[src/rtl/assert_macros.svh]
// Assertion macros used by the top level of the scan gap finder.
// Expects a clock named clock and an active-high reset named reset in scope.
`ifndef ASSERT_MACROS_SVH
`define ASSERT_MACROS_SVH

// The expression holds at every clock edge outside reset.
`define ASSERT_HOLDS(label, expr, msg) \
   label: assert property (@(posedge clock) disable iff (reset) (expr)) else $error(msg);

// When the antecedent holds, the consequent holds in the next cycle.
`define ASSERT_NEXT(label, ante, cons, msg) \
   label: assert property (@(posedge clock) disable iff (reset) (ante) |=> (cons)) \
      else $error(msg);

`endif

[src/rtl/ssgf_pkg.sv]
// Package of the scan gap finder: field widths, register codes, the slot tag
// and the reciprocal table of the averaging divider. No dependencies.
package ssgf_pkg;

   localparam int DATA_W      = 16;  // range samples, Q6.10 metres
   localparam int GAP_W       = 11;  // gap index field
   localparam int RSP_TDATA_W = 32;  // result tdata, padded to whole bytes
   localparam int RSP_PAD_W   = RSP_TDATA_W - GAP_W - DATA_W;
   localparam int RECIP_SHIFT = 20;  // fraction bits of the reciprocals
   localparam int RECIP_W     = 21;
   localparam int RECIP_IDX_W = 4;   // sample counts up to nine

   localparam logic [DATA_W-1:0] MIN_VALID_RESET = 16'd102;    // 0.1 m
   localparam logic [DATA_W-1:0] MAX_RANGE_RESET = 16'd20480;  // 20 m

   // Configuration register indexes.
   typedef enum logic [0:0] {
      CSR_MIN_VALID_RANGE = 1'b0,
      CSR_MAX_RANGE       = 1'b1
   } csr_reg_type;

   // Control bits that travel with one smoothed bin down the pipeline.
   typedef struct packed {
      logic valid;  // slot carries a smoothed bin
      logic done;   // last slot of a scan, the result follows
      logic first;  // bin zero of the scan
   } slot_tag_type;

   // floor(2^RECIP_SHIFT / count) for the window sample count.
   function automatic logic [RECIP_W-1:0] recip(input logic [RECIP_IDX_W-1:0] count);
      logic [RECIP_W-1:0] r;
      case (count)
         4'd1:    r = 21'd1048576;
         4'd2:    r = 21'd524288;
         4'd3:    r = 21'd349525;
         4'd4:    r = 21'd262144;
         4'd5:    r = 21'd209715;
         4'd6:    r = 21'd174762;
         4'd7:    r = 21'd149796;
         4'd8:    r = 21'd131072;
         4'd9:    r = 21'd116508;
         default: r = '0;
      endcase
      return r;
   endfunction

endpackage

[src/rtl/ssgf_window.sv]
// Sample cleaning, window registers, end-of-scan drain and window sum.
// Depends on ssgf_pkg; produces the first pipeline register of the finder.
module ssgf_window #(
   parameter int NUM_BINS      = 1080,
   parameter int SMOOTH_WINDOW = 5
) (
   input  logic                                          clock,
   input  logic                                          reset,
   input  logic                                          adv,
   input  logic                                          accept,
   input  logic [ssgf_pkg::DATA_W-1:0]                   range_sample,
   input  logic                                          last_bin,
   input  logic [ssgf_pkg::DATA_W-1:0]                   min_valid_range,
   input  logic [ssgf_pkg::DATA_W-1:0]                   clamp_range,
   output logic                                          last_eff,
   output logic                                          tail_hold,
   output ssgf_pkg::slot_tag_type                        s1_tag,
   output logic [$clog2(NUM_BINS)-1:0]                   s1_j,
   output logic [ssgf_pkg::DATA_W+$clog2(2*(SMOOTH_WINDOW/2)+1)-1:0] s1_sum,
   output logic [$clog2(2*(SMOOTH_WINDOW/2)+2)-1:0]      s1_cnt
);

   localparam int DATA_W = ssgf_pkg::DATA_W;
   localparam int HALF   = SMOOTH_WINDOW / 2;
   localparam int SPAN   = 2 * HALF + 1;
   localparam int IDX_W  = $clog2(NUM_BINS);
   localparam int CNT_W  = $clog2(SPAN + 1);
   localparam int SUM_W  = DATA_W + $clog2(SPAN);
   localparam int TAIL_W = $clog2(HALF + 2);

   logic [IDX_W-1:0]  bin_cnt_ff;
   logic [DATA_W-1:0] win_ff [SPAN];
   logic [SPAN-1:0]   win_vld_ff;
   logic [DATA_W-1:0] tail_ff [SPAN];
   logic [SPAN-1:0]   tail_vld_ff;
   logic [TAIL_W-1:0] tail_cnt_ff;
   logic [IDX_W-1:0]  tail_j_ff;
   logic              emit_ff;
   logic [IDX_W-1:0]  emit_j_ff;

   ssgf_pkg::slot_tag_type s1_tag_ff, s1_tag_in;
   logic [IDX_W-1:0]       s1_j_ff, s1_j_in;
   logic [SUM_W-1:0]       s1_sum_ff, s1_sum_in;
   logic [CNT_W-1:0]       s1_cnt_ff, s1_cnt_in;

   logic [DATA_W-1:0] clean;
   logic [DATA_W-1:0] shift_win [SPAN];
   logic [SPAN-1:0]   shift_vld;
   logic [IDX_W-1:0]  center_j;
   logic              reach;
   logic              use_tail;

   // Out-of-limit samples are replaced by the maximum range.
   assign clean = (range_sample < min_valid_range || range_sample > clamp_range)
                  ? clamp_range : range_sample;

   // A scan also ends at bin NUM_BINS - 1, the last bin of a full scan.
   assign last_eff  = last_bin || (bin_cnt_ff == IDX_W'(NUM_BINS - 1));
   assign tail_hold = tail_cnt_ff > TAIL_W'(1);
   assign center_j  = bin_cnt_ff - IDX_W'(HALF);
   assign reach     = bin_cnt_ff >= IDX_W'(HALF);
   assign use_tail  = tail_cnt_ff != '0;

   // Window after the new sample shifts in, newest at position zero.
   always_comb begin
      shift_win[0] = clean;
      for (int k = 1; k < SPAN; k++) begin
         shift_win[k] = win_ff[k-1];
      end
      shift_vld = {win_vld_ff[SPAN-2:0], 1'b1};
   end

   // Masked window sum and sample count of the bin centered in the window.
   always_comb begin
      s1_sum_in = '0;
      s1_cnt_in = '0;
      for (int k = 0; k < SPAN; k++) begin
         if (use_tail ? tail_vld_ff[k] : win_vld_ff[k]) begin
            s1_sum_in = s1_sum_in + SUM_W'(use_tail ? tail_ff[k] : win_ff[k]);
            s1_cnt_in = s1_cnt_in + CNT_W'(1);
         end
      end
      s1_j_in         = use_tail ? tail_j_ff : emit_j_ff;
      s1_tag_in.valid = use_tail ? tail_vld_ff[HALF] : emit_ff;
      s1_tag_in.done  = use_tail && (tail_cnt_ff == TAIL_W'(1));
      s1_tag_in.first = s1_j_in == '0;
   end

   // Control state.
   always_ff @(posedge clock) begin
      if (reset) begin
         bin_cnt_ff  <= '0;
         win_vld_ff  <= '0;
         tail_vld_ff <= '0;
         tail_cnt_ff <= '0;
         emit_ff     <= 1'b0;
         s1_tag_ff   <= '0;
      end else if (adv) begin
         if (accept) begin
            bin_cnt_ff <= last_eff ? '0 : bin_cnt_ff + IDX_W'(1);
            win_vld_ff <= last_eff ? '0 : shift_vld;
         end
         emit_ff <= accept && !last_eff && reach;
         // The closing window drains one empty slot at a time.
         if (accept && last_eff) begin
            tail_cnt_ff <= TAIL_W'(HALF + 1);
            tail_vld_ff <= shift_vld;
         end else if (use_tail) begin
            tail_cnt_ff <= tail_cnt_ff - TAIL_W'(1);
            tail_vld_ff <= {tail_vld_ff[SPAN-2:0], 1'b0};
         end
         s1_tag_ff <= s1_tag_in;
      end
   end

   // Sample storage and stage payload.
   always_ff @(posedge clock) begin
      if (adv) begin
         if (accept) begin
            for (int k = 0; k < SPAN; k++) begin
               win_ff[k] <= shift_win[k];
            end
            emit_j_ff <= center_j;
         end
         if (accept && last_eff) begin
            for (int k = 0; k < SPAN; k++) begin
               tail_ff[k] <= shift_win[k];
            end
            tail_j_ff <= center_j;
         end else if (use_tail) begin
            for (int k = SPAN - 1; k > 0; k--) begin
               tail_ff[k] <= tail_ff[k-1];
            end
            tail_ff[0] <= '0;
            tail_j_ff  <= tail_j_ff + IDX_W'(1);
         end
         s1_j_ff   <= s1_j_in;
         s1_sum_ff <= s1_sum_in;
         s1_cnt_ff <= s1_cnt_in;
      end
   end

   assign s1_tag = s1_tag_ff;
   assign s1_j   = s1_j_ff;
   assign s1_sum = s1_sum_ff;
   assign s1_cnt = s1_cnt_ff;

endmodule

[src/rtl/ssgf_divide.sv]
// Truncating division of the window sum by the sample count, in two stages:
// reciprocal multiply, then one correction step. Depends on ssgf_pkg.
module ssgf_divide #(
   parameter int NUM_BINS      = 1080,
   parameter int SMOOTH_WINDOW = 5
) (
   input  logic                                          clock,
   input  logic                                          reset,
   input  logic                                          adv,
   input  ssgf_pkg::slot_tag_type                        s1_tag,
   input  logic [$clog2(NUM_BINS)-1:0]                   s1_j,
   input  logic [ssgf_pkg::DATA_W+$clog2(2*(SMOOTH_WINDOW/2)+1)-1:0] s1_sum,
   input  logic [$clog2(2*(SMOOTH_WINDOW/2)+2)-1:0]      s1_cnt,
   output ssgf_pkg::slot_tag_type                        s3_tag,
   output logic [$clog2(NUM_BINS)-1:0]                   s3_j,
   output logic [ssgf_pkg::DATA_W-1:0]                   s3_avg
);

   localparam int DATA_W  = ssgf_pkg::DATA_W;
   localparam int HALF    = SMOOTH_WINDOW / 2;
   localparam int SPAN    = 2 * HALF + 1;
   localparam int IDX_W   = $clog2(NUM_BINS);
   localparam int CNT_W   = $clog2(SPAN + 1);
   localparam int SUM_W   = DATA_W + $clog2(SPAN);
   localparam int RIW     = ssgf_pkg::RECIP_IDX_W;
   localparam int PROD_W  = SUM_W + ssgf_pkg::RECIP_W;
   localparam int SHIFT   = ssgf_pkg::RECIP_SHIFT;

   ssgf_pkg::slot_tag_type s2_tag_ff, s3_tag_ff;
   logic [IDX_W-1:0]       s2_j_ff, s3_j_ff;
   logic [PROD_W-1:0]      s2_prod_ff, s2_prod_in;
   logic [SUM_W-1:0]       s2_sum_ff;
   logic [CNT_W-1:0]       s2_cnt_ff;
   logic [DATA_W-1:0]      s3_avg_ff, s3_avg_in;

   logic [DATA_W-1:0] q_est;
   logic [SUM_W-1:0]  q_back;
   logic [SUM_W-1:0]  q_rem;

   // Quotient estimate: sum times the truncated reciprocal of the count.
   assign s2_prod_in = PROD_W'(s1_sum) * PROD_W'(ssgf_pkg::recip(RIW'(s1_cnt)));

   // The estimate is low by at most one; the remainder decides.
   assign q_est     = s2_prod_ff[SHIFT +: DATA_W];
   assign q_back    = SUM_W'(q_est) * SUM_W'(s2_cnt_ff);
   assign q_rem     = s2_sum_ff - q_back;
   assign s3_avg_in = (q_rem >= SUM_W'(s2_cnt_ff)) ? q_est + DATA_W'(1) : q_est;

   always_ff @(posedge clock) begin
      if (reset) begin
         s2_tag_ff <= '0;
         s3_tag_ff <= '0;
      end else if (adv) begin
         s2_tag_ff <= s1_tag;
         s3_tag_ff <= s2_tag_ff;
      end
   end

   always_ff @(posedge clock) begin
      if (adv) begin
         s2_j_ff    <= s1_j;
         s2_prod_ff <= s2_prod_in;
         s2_sum_ff  <= s1_sum;
         s2_cnt_ff  <= s1_cnt;
         s3_j_ff    <= s2_j_ff;
         s3_avg_ff  <= s3_avg_in;
      end
   end

   assign s3_tag = s3_tag_ff;
   assign s3_j   = s3_j_ff;
   assign s3_avg = s3_avg_ff;

endmodule

[src/rtl/ssgf_track.sv]
// Running maximum and widest run of bins at that maximum, first run wins a
// tie. Gives the mid-run index and range for the result. Depends on ssgf_pkg.
module ssgf_track #(
   parameter int NUM_BINS = 1080
) (
   input  logic                              clock,
   input  logic                              reset,
   input  logic                              adv,
   input  ssgf_pkg::slot_tag_type            s3_tag,
   input  logic [$clog2(NUM_BINS)-1:0]       s3_j,
   input  logic [ssgf_pkg::DATA_W-1:0]       s3_avg,
   output logic [ssgf_pkg::GAP_W-1:0]        res_index,
   output logic [ssgf_pkg::DATA_W-1:0]       res_range
);

   localparam int DATA_W = ssgf_pkg::DATA_W;
   localparam int GAP_W  = ssgf_pkg::GAP_W;
   localparam int IDX_W  = $clog2(NUM_BINS);
   localparam int LEN_W  = $clog2(NUM_BINS + 1);

   logic [DATA_W-1:0] max_ff, max_in;
   logic [IDX_W-1:0]  run_start_ff, run_start_in;
   logic [LEN_W-1:0]  run_len_ff, run_len_in;
   logic [IDX_W-1:0]  best_start_ff, best_start_in;
   logic [LEN_W-1:0]  best_len_ff, best_len_in;
   logic              prev_max_ff, prev_max_in;
   logic [LEN_W-1:0]  mid;

   // Run bookkeeping for one smoothed bin.
   always_comb begin
      max_in        = max_ff;
      run_start_in  = run_start_ff;
      run_len_in    = run_len_ff;
      best_start_in = best_start_ff;
      best_len_in   = best_len_ff;
      prev_max_in   = prev_max_ff;
      if (adv && s3_tag.valid) begin
         if (s3_tag.first || s3_avg > max_ff) begin
            // New maximum starts a fresh run and a fresh best.
            max_in        = s3_avg;
            run_start_in  = s3_j;
            run_len_in    = LEN_W'(1);
            best_start_in = s3_j;
            best_len_in   = LEN_W'(1);
            prev_max_in   = 1'b1;
         end else if (s3_avg == max_ff) begin
            if (prev_max_ff) begin
               run_len_in = run_len_ff + LEN_W'(1);
            end else begin
               run_start_in = s3_j;
               run_len_in   = LEN_W'(1);
            end
            if (run_len_in > best_len_ff) begin
               best_start_in = run_start_in;
               best_len_in   = run_len_in;
            end
            prev_max_in = 1'b1;
         end else begin
            prev_max_in = 1'b0;
         end
      end
   end

   always_ff @(posedge clock) begin
      if (reset) begin
         max_ff        <= '0;
         run_start_ff  <= '0;
         run_len_ff    <= '0;
         best_start_ff <= '0;
         best_len_ff   <= '0;
         prev_max_ff   <= 1'b0;
      end else begin
         max_ff        <= max_in;
         run_start_ff  <= run_start_in;
         run_len_ff    <= run_len_in;
         best_start_ff <= best_start_in;
         best_len_ff   <= best_len_in;
         prev_max_ff   <= prev_max_in;
      end
   end

   // Middle of the best run, taken from the state that includes this bin.
   assign mid       = LEN_W'(best_start_in) + (best_len_in >> 1);
   assign res_index = GAP_W'(mid);
   assign res_range = max_in;

endmodule

[src/rtl/scan_smooth_widest_gap_finder.sv]
// Top level of the scan gap finder: handshakes, configuration registers and
// the result register. Uses ssgf_pkg, ssgf_window, ssgf_divide, ssgf_track.
//
//   Channel  Dir  Handshake               Payload
//   req      in   req_tvalid/req_tready   tdata range_sample, tlast last_bin
//   rsp      out  rsp_tvalid/rsp_tready   tdata gap_index, gap_range
//   csr      in   csr_valid/csr_ready     csr_index, csr_data
//
// One range sample is taken per cycle while req_tready is high. The closing
// window of a scan drains one bin per cycle while the pipeline advances, then
// passes two divider stages and the run tracker into the result register.
// A closing sample waits while the previous scan still has more than one
// drain slot left, which only happens for scans of at most SMOOTH_WINDOW/2 bins.
// The pipeline stops only when a scan result meets an untaken earlier one.
// Reset empties the window and sets the limits to 0.1 m and 20 m.
`include "assert_macros.svh"

module scan_smooth_widest_gap_finder #(
   parameter int NUM_BINS      = 1080,
   parameter int SMOOTH_WINDOW = 5
) (
   input  logic                                 clock,
   input  logic                                 reset,
   // Sample transactions.
   input  logic                                 req_tvalid,
   output logic                                 req_tready,
   input  logic [15:0]                          req_tdata,   // [15:0] range_sample
   input  logic                                 req_tlast,   // last_bin
   // Result transactions.
   output logic                                 rsp_tvalid,
   input  logic                                 rsp_tready,
   output logic [ssgf_pkg::RSP_TDATA_W-1:0]     rsp_tdata,   // [10:0] gap_index,
                                                             // [26:11] gap_range
   // Register write transactions.
   input  logic                                 csr_valid,
   output logic                                 csr_ready,
   input  logic [0:0]                           csr_index,
   input  logic [ssgf_pkg::DATA_W-1:0]          csr_data
);

   localparam int DATA_W = ssgf_pkg::DATA_W;
   localparam int GAP_W  = ssgf_pkg::GAP_W;
   localparam int HALF   = SMOOTH_WINDOW / 2;
   localparam int SPAN   = 2 * HALF + 1;
   localparam int IDX_W  = $clog2(NUM_BINS);
   localparam int CNT_W  = $clog2(SPAN + 1);
   localparam int SUM_W  = DATA_W + $clog2(SPAN);

   logic [DATA_W-1:0] min_valid_ff;
   logic [DATA_W-1:0] max_range_ff;
   logic              rsp_valid_ff;
   logic [ssgf_pkg::RSP_TDATA_W-1:0] rsp_data_ff;

   logic adv;
   logic accept;
   logic last_eff;
   logic tail_hold;

   ssgf_pkg::slot_tag_type s1_tag, s3_tag;
   logic [IDX_W-1:0]       s1_j, s3_j;
   logic [SUM_W-1:0]       s1_sum;
   logic [CNT_W-1:0]       s1_cnt;
   logic [DATA_W-1:0]      s3_avg;
   logic [GAP_W-1:0]       res_index;
   logic [DATA_W-1:0]      res_range;

   // The pipeline halts only when a new result would overwrite a waiting one.
   assign adv        = !(s3_tag.done && rsp_valid_ff && !rsp_tready);
   assign req_tready = adv && !(last_eff && tail_hold);
   assign accept     = req_tvalid && req_tready;
   assign csr_ready  = 1'b1;

   ssgf_window #(
      .NUM_BINS      (NUM_BINS),
      .SMOOTH_WINDOW (SMOOTH_WINDOW)
   ) u_window (
      .clock           (clock),
      .reset           (reset),
      .adv             (adv),
      .accept          (accept),
      .range_sample    (req_tdata),
      .last_bin        (req_tlast),
      .min_valid_range (min_valid_ff),
      .clamp_range     (max_range_ff),
      .last_eff        (last_eff),
      .tail_hold       (tail_hold),
      .s1_tag          (s1_tag),
      .s1_j            (s1_j),
      .s1_sum          (s1_sum),
      .s1_cnt          (s1_cnt)
   );

   ssgf_divide #(
      .NUM_BINS      (NUM_BINS),
      .SMOOTH_WINDOW (SMOOTH_WINDOW)
   ) u_divide (
      .clock  (clock),
      .reset  (reset),
      .adv    (adv),
      .s1_tag (s1_tag),
      .s1_j   (s1_j),
      .s1_sum (s1_sum),
      .s1_cnt (s1_cnt),
      .s3_tag (s3_tag),
      .s3_j   (s3_j),
      .s3_avg (s3_avg)
   );

   ssgf_track #(
      .NUM_BINS (NUM_BINS)
   ) u_track (
      .clock     (clock),
      .reset     (reset),
      .adv       (adv),
      .s3_tag    (s3_tag),
      .s3_j      (s3_j),
      .s3_avg    (s3_avg),
      .res_index (res_index),
      .res_range (res_range)
   );

   // Configuration registers.
   always_ff @(posedge clock) begin
      if (reset) begin
         min_valid_ff <= ssgf_pkg::MIN_VALID_RESET;
         max_range_ff <= ssgf_pkg::MAX_RANGE_RESET;
      end else if (csr_valid && csr_ready) begin
         case (ssgf_pkg::csr_reg_type'(csr_index))
            ssgf_pkg::CSR_MIN_VALID_RANGE: min_valid_ff <= csr_data;
            ssgf_pkg::CSR_MAX_RANGE:       max_range_ff <= csr_data;
            default: begin
            end
         endcase
      end
   end

   // Result register, loaded when the closing slot of a scan is tracked.
   always_ff @(posedge clock) begin
      if (reset) begin
         rsp_valid_ff <= 1'b0;
      end else if (adv && s3_tag.done) begin
         rsp_valid_ff <= 1'b1;
      end else if (rsp_tready) begin
         rsp_valid_ff <= 1'b0;
      end
   end

   always_ff @(posedge clock) begin
      if (adv && s3_tag.done) begin
         rsp_data_ff <= {{ssgf_pkg::RSP_PAD_W{1'b0}}, res_range, res_index};
      end
   end

   assign rsp_tvalid = rsp_valid_ff;
   assign rsp_tdata  = rsp_data_ff;

   // A reported gap lies inside the scan.
   `ASSERT_HOLDS(a_index_in_scan, !rsp_valid_ff || rsp_data_ff[GAP_W-1:0] < GAP_W'(NUM_BINS),
      "gap index beyond the scan")
   // Smoothed ranges never exceed the clamp value.
   `ASSERT_HOLDS(a_range_clamped, !rsp_valid_ff || rsp_data_ff[GAP_W +: DATA_W] <= max_range_ff,
      "gap range above the maximum range")
   // A result that meets a waiting one is kept, not dropped.
   `ASSERT_NEXT(a_result_kept, s3_tag.done && rsp_valid_ff && !rsp_tready, s3_tag.done,
      "scan result lost while the output was stalled")
   // A taken result is not shown twice.
   `ASSERT_NEXT(a_result_once, rsp_valid_ff && rsp_tready && !s3_tag.done, !rsp_valid_ff,
      "scan result repeated")

endmodule
[config.mk]
export PLATFORM = sky130hd
export DESIGN_NAME = scan_smooth_widest_gap_finder
export DESIGN_NICKNAME = d
export VERILOG_FILES = /design/src/rtl/ssgf_pkg.sv /design/src/rtl/ssgf_window.sv /design/src/rtl/ssgf_divide.sv /design/src/rtl/ssgf_track.sv /design/src/rtl/scan_smooth_widest_gap_finder.sv
export VERILOG_INCLUDE_DIRS = /design/src /design/src/rtl
export SDC_FILE = /design/constraint.sdc
export NUM_CORES = 2
export LEC_CHECK = 0
export CORE_UTILIZATION = 30
export CTS_BUF_LIST = sky130_fd_sc_hd__clkbuf_8
export DETAILED_ROUTE_END_ITERATION = 7
export DONT_BUFFER_PORTS = 1
export SLEW_MARGIN = 20
export SYNTH_ARGS = -nofsm -noshare
export SYNTH_HDL_FRONTEND = slang
export SYNTH_SLANG_ARGS = --single-unit
[constraint.sdc]
create_clock -name clock -period 9.3 [get_ports clock]
set_clock_uncertainty 0.15 [all_clocks]
set_input_delay 1.86 -clock clock [delete_from_list [all_inputs] [get_ports clock]]
set_output_delay 1.86 -clock clock [all_outputs]
set_load 0.05 [all_outputs]
# Word-level counts from Yosys, hierarchy flattened
# Memories as Yosys holds them, arrays and structs flattened.
# Cells that the tools add are included.
[word_totals] reg_bits=305 input_bits=39 wordCells=181 output_inout_bits=35 mem_count=2 ram_bits=160
[classes] muxes=71 addsub=16 bitwise_logic=7 n_mul=2 magnitude_cmp=7 n_reduce_logical=30 n_eq_ne=10
[memory_table] name="u_window.tail_ff" words=5 word_bits=16 read_ports=5 rd_clocked_by_memory_dff=0 write_ports=5 line="ssgf_window.sv:34" text="logic [DATA_W-1:0] tail_ff [SPAN];"
[memory_table] name="u_window.win_ff" words=5 word_bits=16 read_ports=5 rd_clocked_by_memory_dff=0 write_ports=5 line="ssgf_window.sv:32" text="logic [DATA_W-1:0] win_ff [SPAN];"
[op_table] operator="2-to-1 mux 11 bit" n=21
[op_table] operator="2-to-1 mux 16 bit" n=14
[op_table] operator="case mux 21 bit (7 select lines)" n=1
[op_table] operator="2-to-1 mux 19 bit" n=5
[op_table] operator="adder 19 bit" n=4
[op_table] operator="multiplier 19 x 21 -> 36 bit" n=1
[op_table] operator="adder 11 x 1 -> 11 bit, second input constant" n=3
[op_table] operator="> comparator 16 bit" n=2
[op_table] operator="2-to-1 mux 1 bit" n=21
[op_table] operator="greater-or-equal comparator 19 x 3 -> 1 bit" n=1
[op_table] operator="multiplier 16 x 3 -> 19 bit" n=1
[op_table] operator="subtractor 19 bit" n=1
[op_table] operator="adder 16 x 1 -> 16 bit, second input constant" n=1
[op_table] operator="== test 16 bit" n=1
[op_table] operator="less-than comparator 16 bit" n=1
[op_table] operator="2-to-1 mux 5 bit" n=3
[op_table] operator="== test 3 bit, second input constant" n=4
[op_table] operator="2-to-1 mux 3 bit" n=4
[op_table] operator="adder 11 x 10 -> 11 bit" n=1
[op_table] operator="== test 11 bit, second input constant" n=1
[op_table] operator="greater-or-equal comparator 11 x 2 -> 1 bit, second input constant" n=1
[op_table] operator="> comparator 11 bit" n=1
[op_table] operator="logical AND 1 bit" n=11
[op_table] operator="logical NOT 11 bit" n=1
[op_table] operator="16 further kinds" n=38

# Logic depth before layout (Yosys ltp)
[logic_depth] word_depth=11 depth_mapped=42 depth_no_buf=40

# Cells and area by module
# A second synthesis with hierarchy kept.
[unflattened] hier_cells=3721 hier_area_um2=36855.3
[modules_own_cells] mod="ssgf_divide" cells_each=1584 seq_area_each_um2=2402.3 n_inst=1 area_each_um2=15451.1
[modules_own_cells] mod="ssgf_window" cells_each=1494 seq_area_each_um2=6996.7 n_inst=1 area_each_um2=15293.4
[modules_own_cells] mod="ssgf_track" cells_each=469 seq_area_each_um2=1221.2 n_inst=1 area_each_um2=3826.2
[modules_own_cells] mod="scan_smooth_widest_gap_finder" cells_each=174 seq_area_each_um2=1471.4 n_inst=1 area_each_um2=2284.7

# Worst setup path after synthesis
# OpenSTA, ideal clock, no wires.
[synth_path] path_kind="input to register" start="input port rsp_tready" end="memory u_window.tail_ff[0][0] (enable)" setup_ns=0.629 path_slack_ns=0.447 arrival_ns=8.074 cell_stages=5 cell_sequence="nor2b_1 > and2_1 > clkbuf_1 > clkbuf_1 > o21ai_0"
[synth_lines] element="start, declared" line="scan_smooth_widest_gap_finder.sv:31" text="input logic rsp_tready,"
[synth_lines] element="end, declared" line="ssgf_window.sv:34"

# Worst setup path in the final report
[layout_path] start="register u_window.tail_cnt_ff[1]" end="register u_window.s1_sum_ff[17] (netlist: u_window.s1_sum[17]) (data pin)"
[layout_via] elab_chain_cells=11
[layout_lines] element="start, declared" line="ssgf_window.sv:36" text="logic [TAIL_W-1:0] tail_cnt_ff;"
[layout_lines] element="start signal, assigned" line="ssgf_window.sv:106" text="tail_cnt_ff <= TAIL_W'(HALF + 1);"
[layout_lines] element="start signal, assigned" line="ssgf_window.sv:109" text="tail_cnt_ff <= tail_cnt_ff - TAIL_W'(1);"
[layout_lines] element="nonzero test 2 bit (*)" line="ssgf_window.sv:62" text="assign use_tail = tail_cnt_ff != '0;"
[layout_lines] element="2-to-1 mux 16 bit or 2-to-1 mux 1 bit (tied branches)" line="ssgf_window.sv:79, ssgf_window.sv:78"
[layout_lines] element="2-to-1 mux 19 bit" line="ssgf_window.sv:78" text="if (use_tail ? tail_vld_ff[k] : win_vld_ff[k]) begin"
[layout_lines] element="adder 19 bit" line="ssgf_window.sv:79" text="s1_sum_in = s1_sum_in + SUM_W'(use_tail ? tail_ff[k] : win_ff[k]);"
[layout_lines] element="2-to-1 mux 19 bit" line="ssgf_window.sv:78"
[layout_lines] element="adder 19 bit" line="ssgf_window.sv:79"
[layout_lines] element="2-to-1 mux 19 bit" line="ssgf_window.sv:78"
[layout_lines] element="adder 19 bit" line="ssgf_window.sv:79"
[layout_lines] element="2-to-1 mux 19 bit" line="ssgf_window.sv:78"
[layout_lines] element="adder 19 bit" line="ssgf_window.sv:79"
[layout_lines] element="2-to-1 mux 19 bit (*)" line="ssgf_window.sv:78"
[layout_lines] element="named net u_window.s1_sum_in[17]" line="ssgf_window.sv:43" text="logic [SUM_W-1:0] s1_sum_ff, s1_sum_in;"
[layout_lines] element="end signal, assigned" line="ssgf_window.sv:138" text="s1_sum_ff <= s1_sum_in;"
[layout_lines] element="end, declared" line="ssgf_window.sv:43"
# Mark *: on every way through the listed nets, which the timed path passes. The rest lies on a longest branch.
# A chain may end at the register's enable or synchronous reset.

==> flow_summary.ini <==
[outcome]
status = completed

[clock_tree]
cts_max_path_buffers = 3
cts_sinks = 445
hold_buffers = 0
clk_latency_ps = 660
htreeDepth = 3
cts_resized = 0
cts_made_buffers = 74
clkTransAtPathRegs_ps = 60
root_buffer = clkbuf_8
cts_tree = done
post_cts_buffers = 0

[critical_path]
crit_top_cell = ha_1
worstPathArrival_ps = 8700
cp_max_fo = 21
required_ps = 9540
slowest_stage = fa_1
max_stage_delay_ps = 400
path_class = flop to flop
crit_path_start_kind = flop
end_kind = flop

[place]
hpwl_um = 64000
placed_area_mm2 = 0.0376
dp_cells = 4959
gp_congestion = 0.942
portBuffers = 0
dp_slack_ps = 229

[cells_and_area]
design_area_mm2 = 0.0391
fin_cells = 5099
final_util_pct = 33.0
drive_gt1_share_pct = 10.3
nets = 4079
area_delta_synth_final_pct = 8.53

[route]
drt-wirelength-per-cell_um = 16.2
vias_per_cell = 4.66
dr.pass1.iters = 5
drc = 0
first_iter_violations = 1591
wl_um = 82700
vias = 23800
ant_nets = 0

[sta]
fin_tns_setup_ps = 0
rsz0062_at_grt = no
timing.hold.ws_ps = 268
setup_ws_ps = 839
worst_pin_slew_ps = 1050
max_freq_ghz = 0.118
relSlewSlack_pct = 29.2
fin_crit_ps = 8460
period_share_pct = 91.0
setup_viol = 0
maxSlewViolCount = 0
hold_viol_final = 0

[synth]
synth_commonest_cells = inv_1, nand2_1, fa_1, edfxtp_1, ha_1
synth.most_common_cell = inv_1
synth_area_leaders = edfxtp_1, fa_1, ha_1, dfxtp_1, mux2_2
ys_ff_latch = 445
synthDistinctLibCells = 89
synth-edff-count = 318
syn_avg_cell_area_um2 = 10.4
syn_area_mm2 = 0.0360
synth_seq_area_share_pct = 33.6
synthCells = 3467
ys.flop_type = edfxtp_1
synthArstFlopShare_pct = 0
synth_top_area_share_pct = 26.5
synth_top_cell_by_area = edfxtp_1
ys_warn_count = 0

[global_route]
grt_overflow_total = 0
grt_pass1_vias = 24200
grt_pass1_wl_um = 133000
track_usage_pct = 13.7
grt_max_degree = 119
grt_antenna_before_repair = 2

[die]
dieHeight_um = 349
initial_core_util_pct = 30.4
dieArea_mm2 = 0.121
rows = 126
pin_count = 74
core_mm2 = 0.119
die_width_um = 349

[run]
cap_violations = 0

[worst_hold_path]
min_path_type = flop to flop

[power]
p_total_mw = 9.66
peakVddDrop_uv = 171
powerDensity_mw_per_mm2 = 247
p_leak_nw = 16.8
[final timing paths]
kind / slack, ps / cells after the start / start / to
setup reg to reg: 840 / 39 / u_window.tail_cnt_ff[1] / u_window.s1_sum[17]
setup / recovery: 840 / 39 / u_window.tail_cnt_ff[1] / u_window.s1_sum[17]
hold / removal: 270 / 0 / u_divide.s2_j_ff[7] / u_divide.s3_j[7]
hold reg to reg: 270 / 0 / u_divide.s2_j_ff[7] / u_divide.s3_j[7]
[where the power goes]
part / switching, mW / internal [mW] / leakage [nW]
clock: 0.806 / 0.866 / 0.837
combinational: 2.62 / 2.05 / 11.7
sequential: 0.489 / 2.83 / 4.27
[registers in the layout, indices dropped and copies added, names as in the netlist, 16 cells and up]
register             count
max_range_ff            16
min_valid_ff            16
rsp_tdata               27
u_divide.s2_prod_ff     16
u_divide.s2_sum_ff      19
u_divide.s3_avg         16
u_track.max_ff          16
u_window.s1_sum         19
u_window.tail_ff        80
u_window.win_ff         80
[critical path: cells and delay by family (launching register included)]
family	cells	cell delay [ps]
adders and majority gates	6	1950
DFF	1	310
xor gates and xnor gates	2	220
AOI/OAI and AO/OA	15	3290
buffers and inverters	3	410
and+or+nand+nor	13	1820
[cell usage in the layout (no fill, tap or decap), types with 38 or more instances in the layout]
cell / n
a21o_1: 52
inv_1: 531
a21oi_1: 168
nand3_1: 62
dfxtp_1: 127
nor2b_1: 58
xor2_1: 53
xnor2_1: 90
clkbuf_8: 78
mux2_2: 172
fa_1: 327
and3_1: 60
and2_1: 92
edfxtp_1: 318
ha_1: 275
o21ai_0: 87
mux2i_1: 38
nor2_1: 166
nand2_1: 346
[cells by family after synthesis]
| logic type | count (synthesis) | share of synthesized area, % |
|---|---|---|
| flip-flops | 445 | 33.6 |
| other | 2 | 0.0208 |
| buffers and inverters | 645 | 7.10 |
| AND/OR/NAND/NOR | 908 | 12.0 |
| XOR/XNOR | 144 | 3.52 |
| AO/OA/AOI/OAI | 508 | 9.50 |
| adder cells (fa/ha/maj) | 603 | 27.8 |
| multiplexers | 212 | 6.49 |
[final cells by class]
class	instances	area, um2
Timing Repair Buffer	31	253
Inverter	504	1900
Clock inverter	59	342
Fill cell	12100	79500
Sequential cell	445	12100
Clock buffer	78	1070
Tap cell	1600	2000
Antenna cell	1	2.50
Multi-Input combinational cell	2381	21400
[layer usage]
layer	part of all wire (%)	routed length, um	vias up	GRT usage, %
met5	0	0	-	0
met4	2.6	2170	0	4.22
met3	5.3	4360	130	2.49
met2	46	38100	517	22.1
met1	46	38200	11500	18.5
li1	-	-	11600	-
(Power assumes the default switching activity.)
